### config.mk
export PLATFORM = sky130hd
export DESIGN_NAME = qalu_sqrt
export DESIGN_NICKNAME = d
export VERILOG_FILES = /design/src/design/qalu_pkg.sv /design/src/design/qalu_sqrt.sv
export SDC_FILE = /design/constraint.sdc
export NUM_CORES = 2
export LEC_CHECK = 0
export BUFFER_PORTS_ARGS = -buffer_cell sky130_fd_sc_hd__buf_2
export CORE_UTILIZATION = 50
export DETAILED_ROUTE_END_ITERATION = 10
export PLACE_DENSITY = 0.65
export SETUP_SLACK_MARGIN = 0.05
export SKIP_CTS_REPAIR_TIMING = 1
export SYNTH_ARGS = -nofsm -noshare
export SYNTH_HDL_FRONTEND = slang
export SYNTH_MEMORY_MAX_BITS = 65536
export SYNTH_SLANG_ARGS = --single-unit
### constraint.sdc
create_clock -name clk -period 9.8 [get_ports clk]
set_input_delay 2.94 -clock clk [delete_from_list [all_inputs] [get_ports clk]]
set_output_delay 2.94 -clock clk [all_outputs]
set_load 0.03 [all_outputs]
### src/design/qalu_pkg.sv
// qalu_pkg: shared types, widths, opcodes and the Hamilton product term table
// for the quaternion ALU. No dependencies.
package qalu_pkg;

	localparam int WORD_W = 32;
	localparam int FRAC_W = 16;
	localparam int LANES  = 4;
	localparam int TERMS  = 4;
	localparam int TK_W   = $clog2(TERMS);
	localparam int PROD_W = 2 * WORD_W;
	localparam int SUM_W  = PROD_W + 2;
	localparam int NUM_W  = WORD_W + FRAC_W;
	localparam int DEN_W  = SUM_W - 1 - FRAC_W;
	localparam int ROOT_W = SUM_W / 2;

	// register count from the accepting edge to the result register
	localparam int PIPE_LAT = 5 + ROOT_W + NUM_W;

	typedef logic signed [WORD_W-1:0] sword_t;
	typedef logic signed [PROD_W-1:0] sprod_t;
	typedef logic signed [SUM_W-1:0]  ssum_t;

	typedef enum logic [3:0] {
		OP_ADD   = 4'd0,
		OP_SUB   = 4'd1,
		OP_MUL   = 4'd2,
		OP_SCALE = 4'd3,
		OP_DIV   = 4'd4,
		OP_CONJ  = 4'd5,
		OP_INV   = 4'd6,
		OP_NORM  = 4'd7,
		OP_EQUAL = 4'd8
	} op_t;

	typedef enum logic [1:0] {
		ST_OK      = 2'd0,
		ST_DIVZERO = 2'd1,
		ST_SAT     = 2'd2
	} status_t;

	typedef struct packed {
		logic [3:0]  func;
		sword_t      a_s;
		sword_t      a_x;
		sword_t      a_y;
		sword_t      a_z;
		sword_t      b_s;
		sword_t      b_x;
		sword_t      b_y;
		sword_t      b_z;
	} in_t;

	typedef struct packed {
		sword_t      r_s;
		sword_t      r_x;
		sword_t      r_y;
		sword_t      r_z;
		logic        is_equal;
		logic [1:0]  status;
	} out_t;

	// per-item sideband carried alongside the root and divider pipelines
	typedef struct packed {
		logic [3:0]                        func;
		logic                              eq;
		logic                              dz;
		logic [LANES-1:0]                  neg;
		logic [LANES-1:0]                  sat;
		logic [LANES-1:0][WORD_W-1:0]      r;
		logic [LANES-1:0][NUM_W-1:0]       num;
		logic [DEN_W-1:0]                  den;
	} sb_t;

	typedef struct packed {
		logic        sat;
		logic [WORD_W-1:0] val;
	} sat_t;

	// Hamilton product: operand indexes and subtract flags per lane and term
	localparam logic [TK_W-1:0] HAM_A [LANES][TERMS] = '{
		'{2'd0, 2'd1, 2'd2, 2'd3},
		'{2'd0, 2'd1, 2'd2, 2'd3},
		'{2'd0, 2'd2, 2'd3, 2'd1},
		'{2'd0, 2'd3, 2'd1, 2'd2}
	};
	localparam logic [TK_W-1:0] HAM_B [LANES][TERMS] = '{
		'{2'd0, 2'd1, 2'd2, 2'd3},
		'{2'd1, 2'd0, 2'd3, 2'd2},
		'{2'd2, 2'd0, 2'd1, 2'd3},
		'{2'd3, 2'd0, 2'd2, 2'd1}
	};
	localparam logic [TERMS-1:0] HAM_NEG [LANES] = '{
		4'b1110, 4'b1000, 4'b1000, 4'b1000
	};
	// term that holds a_i * b_s in each lane
	localparam logic [TK_W-1:0] SCALE_K [LANES] = '{2'd0, 2'd1, 2'd1, 2'd1};

	localparam ssum_t SAT_HI = {{(SUM_W-WORD_W+1){1'b0}}, {(WORD_W-1){1'b1}}};
	localparam ssum_t SAT_LO = {{(SUM_W-WORD_W+1){1'b1}}, {(WORD_W-1){1'b0}}};

	// clamp a wide signed value to the word range
	function automatic sat_t sat_word(input ssum_t v);
		sat_t res;
		res.sat = 1'b0;
		res.val = v[WORD_W-1:0];
		if (v > SAT_HI) begin
			res.sat = 1'b1;
			res.val = SAT_HI[WORD_W-1:0];
		end else if (v < SAT_LO) begin
			res.sat = 1'b1;
			res.val = SAT_LO[WORD_W-1:0];
		end
		return res;
	endfunction

endpackage

### src/design/qalu_sqrt.sv
// qalu_sqrt: pipelined integer square root, one root bit per stage.
// Depends on qalu_pkg.
module qalu_sqrt (
	input  logic                           clk,
	input  logic [qalu_pkg::SUM_W-1:0]     val,
	output logic [qalu_pkg::ROOT_W-1:0]    root
);
	import qalu_pkg::*;

	logic [ROOT_W:0]   rem_s  [ROOT_W-1];
	logic [SUM_W-1:0]  rest_s [ROOT_W-1];
	logic [ROOT_W-1:0] root_s [ROOT_W];

	for (genvar j = 0; j < ROOT_W; j++) begin : g_step
		logic [ROOT_W:0]   rem_in;
		logic [SUM_W-1:0]  rest_in;
		logic [ROOT_W-1:0] root_in;
		logic [ROOT_W+2:0] cur;
		logic [ROOT_W+2:0] tst;
		logic [ROOT_W+2:0] diff;
		logic              ge;

		if (j == 0) begin : g_first
			assign rem_in  = '0;
			assign rest_in = val;
			assign root_in = '0;
		end else begin : g_next
			assign rem_in  = rem_s[j-1];
			assign rest_in = rest_s[j-1];
			assign root_in = root_s[j-1];
		end

		// bring down two bits and try the next root bit
		assign cur  = {rem_in, rest_in[SUM_W-1:SUM_W-2]};
		assign tst  = {1'b0, root_in, 2'b01};
		assign ge   = cur >= tst;
		assign diff = cur - tst;

		always_ff @(posedge clk) begin
			root_s[j] <= {root_in[ROOT_W-2:0], ge};
		end

		if (j < ROOT_W - 1) begin : g_carry
			always_ff @(posedge clk) begin
				rem_s[j]  <= ge ? diff[ROOT_W:0] : cur[ROOT_W:0];
				rest_s[j] <= {rest_in[SUM_W-3:0], 2'b00};
			end
		end
	end

	assign root = root_s[ROOT_W-1];

endmodule

==> summary.txt <==
crit share post-route - 0.447
CTS tree - done
pin count of the biggest net entering global routing - 62
core footprint - 193000 sq um
worst skew pair latency - 0.94 ns
DP HPWL - 154000 um
Synth cell types - 98
Avg Cell Area, Syn - 10.3 sq um
Slew Limit Fails - 0
CP Launch Type - flop
max frequency - 0.228 GHz
min-delay worst type - flop to flop
CP max stage delay - 0.32 ns
routability cong. - 0.915
drt drc - 0
Crit path arrival time - 1.44 ns
# fillers - 16500
Hold Slack - 0.288 ns
Initial DRT Pass Iterations - 6
clk_skew - 0.0804 ns
CTS root buffer - clkbuf_16
Crit path buffers/inverters - 1
cell at the slowest stage of the critical path - dfxtp_1
syn_nets - 10100
Tot GR Track Use - 0.207
sequential area share after synthesis - 0.548
area added between synthesis and finish - 13.0%
Synthesis Warnings - 0
crit path kind - flop to output port
Die W - 442 um
status - finished, final reports clean
aggregate global routing overflow - 0
Slew headroom - 0.197
Fin Setup TNS - 0 ns
Die Height - 442 um
CTS clk-pin slew, worst paths - 0.06 ns
crit-path cells - buf_2
RSZ-0062 raised after global routing - false
cell family with most CP delay - flip-flops
Max Root-Sink Buffers - 4
via count - 65100
WP data required - 6.86 ns
first-pass GRT wire length - 331000 um
Avg WL per Cell - 16.5 um
endpoints failing setup - 0
# rows - 161
PortBufs - 99
endpoint class of the critical path - output port
VDD IR max - 0.000156 V
Post-Synthesis Cells - 9455
number of CTS-inserted buffers - 283
layout cells sized above 1 - 0.0796
GRT met3 Usage - 0.0318
power per cell area - 266 nW/um^2
global route hottest layer - met2
Crit Path Max Fanout - 1
area of the die - 196000 sq um
#FFs+latches synth - 2654
top cells by area, synth - dfxtp_1, ha_1, xor2_1
total of max-cap violations - 0
slew of the pin with the lowest slew margin - 1.19 ns
min Tclk post-route - 4.38 ns
TritonCTS Sinks - 2654
GR Util met2 - 0.357
Post-DRT Antenna Nets - 0
initial antenna violation count - 4
WL final - 205000 um
Initial Util - 0.504
asr flop ratio synth - 0
Mapped Area - 97000 sq um
post-synth top area share - 0.548
LEAKAGE - 51.8 nW
number of synthesized flops with an enable pin - 0
Vias/cell - 5.25
fin nets - 10300
H-tree depth - 5
met1 Usage GRT - 0.262
ys flop type - dfxtp_1
Synth area leader - dfxtp_1
Final Hold Fails - 0
1st-iter DRT viols - 3724
vias in the first global route - 64500
I/O Pins - 100
[per-layer routing]
metal  share of wire  up-vias
met5               0        -
met4           0.028        0
met3           0.046      403
met2            0.48     1467
met1            0.45    30300
li1                -    32900
[power by group]
| part | internal, mW | switching [mW] |
|---|---|---|
| Sequential | 12.6 | 1.33 |
| Combinational | 2.08 | 2.54 |
| Clock | 6.49 | 4.09 |
[path summary, 6_finish.rpt]
check / cells after the start / endpoint / start / slack [ns]
max reg2reg: 9 / rem_s[7][0]$_DFF_P_ / root_s[6][35]$_DFF_P_ / 5.75
min: 0 / root_s[11][48]$_DFF_P_ / root_s[11][14]$_DFF_P_ / 0.29
min reg2reg: 0 / root_s[11][48]$_DFF_P_ / root_s[11][14]$_DFF_P_ / 0.29
max: 1 / root[23] / root_s[16][23]$_DFF_P_ / 5.42
[cells in the mapped netlist, drive strengths merged (37+ instances only)]
| library cell | instances |
|---|---|
| a211oi | 52 |
| a21o | 274 |
| a21oi | 609 |
| a31oi | 51 |
| and3 | 37 |
| clkbuf | 145 |
| dfxtp | 2654 |
| ha | 596 |
| inv | 746 |
| mux2 | 108 |
| nand2 | 576 |
| nand2b | 89 |
| nand3 | 139 |
| nand4 | 110 |
| nor2 | 574 |
| nor2b | 75 |
| nor3 | 247 |
| nor4 | 113 |
| o21a | 115 |
| o21ai | 461 |
| o21bai | 64 |
| o31ai | 59 |
| or2 | 56 |
| or3 | 106 |
| or4 | 71 |
| xnor2 | 422 |
| xor2 | 443 |
[kinds of logic (layout without fill, tap and decap cells)]
logic type / Yosys count / after routing / synth area share
DFF: 2654 / 2654 / 0.548
and+or+nand+nor: 2345 / 2345 / 0.122
AOI/OAI and AO/OA: 1949 / 1949 / 0.126
buffers and inverters: 927 / 1349 / 0.0366
xor gates and xnor gates: 865 / 865 / 0.0781
adders and majority gates: 596 / 596 / 0.0769
muxes: 118 / 118 / 0.0136
other: 1 / 2 / 0.0000387
[registers in the layout, summed over array words and instances (netlist names)]
name    flops
rest_s   1056
rem_s    1037
root_s    561
[metrics by stage]
| stage | setup WS (ns) | instances | instance area, sq um | total power [mW] | util |
|---|---|---|---|---|---|
| floorplan | 6.40 | 9455 | 97000 | 17.3 | - |
| global placement | 5.62 | 11900 | 100000 | 18.6 | 0.520 |
| detailed placement | 5.68 | 11900 | 100000 | 18.7 | 0.520 |
| CTS | 5.35 | 12400 | 110000 | 29.4 | 0.569 |
| global route | 5.35 | 12400 | 110000 | 30.7 | 0.569 |
| finish | 5.42 | 12400 | 110000 | 29.1 | 0.569 |
[area by class of cell]
cell class	count	area, sq um	share of cell area
clock inverter	103	1360	0.0124
multi-input combinational	5874	40400	0.369
timing repair buffer	119	646	0.00589
tap	2526	3160	0.0288
inverter	748	2810	0.0256
clock buffer	379	8010	0.0731
antenna	1	2.50	0.0000228
sequential	2654	53100	0.485
[layout by cell type (no fill, tap or decap), types with 53 or more instances in the layout]
master,count
nand2_1,576
or3_1,104
xor2_1,443
a21oi_1,602
nand4_1,110
dfxtp_1,2654
mux2_2,105
nor3_1,240
o21bai_1,63
ha_1,596
or2_2,53
o21a_1,115
inv_1,745
nand3_1,138
clkbuf_16,286
o31ai_1,57
nor2_1,566
xnor2_1,422
o21ai_0,456
nand2b_1,89
nor4_1,110
nor2b_1,75
or4_1,67
a21o_1,274
buf_2,99
No activity file was read; power rests on OpenSTA's default activity.
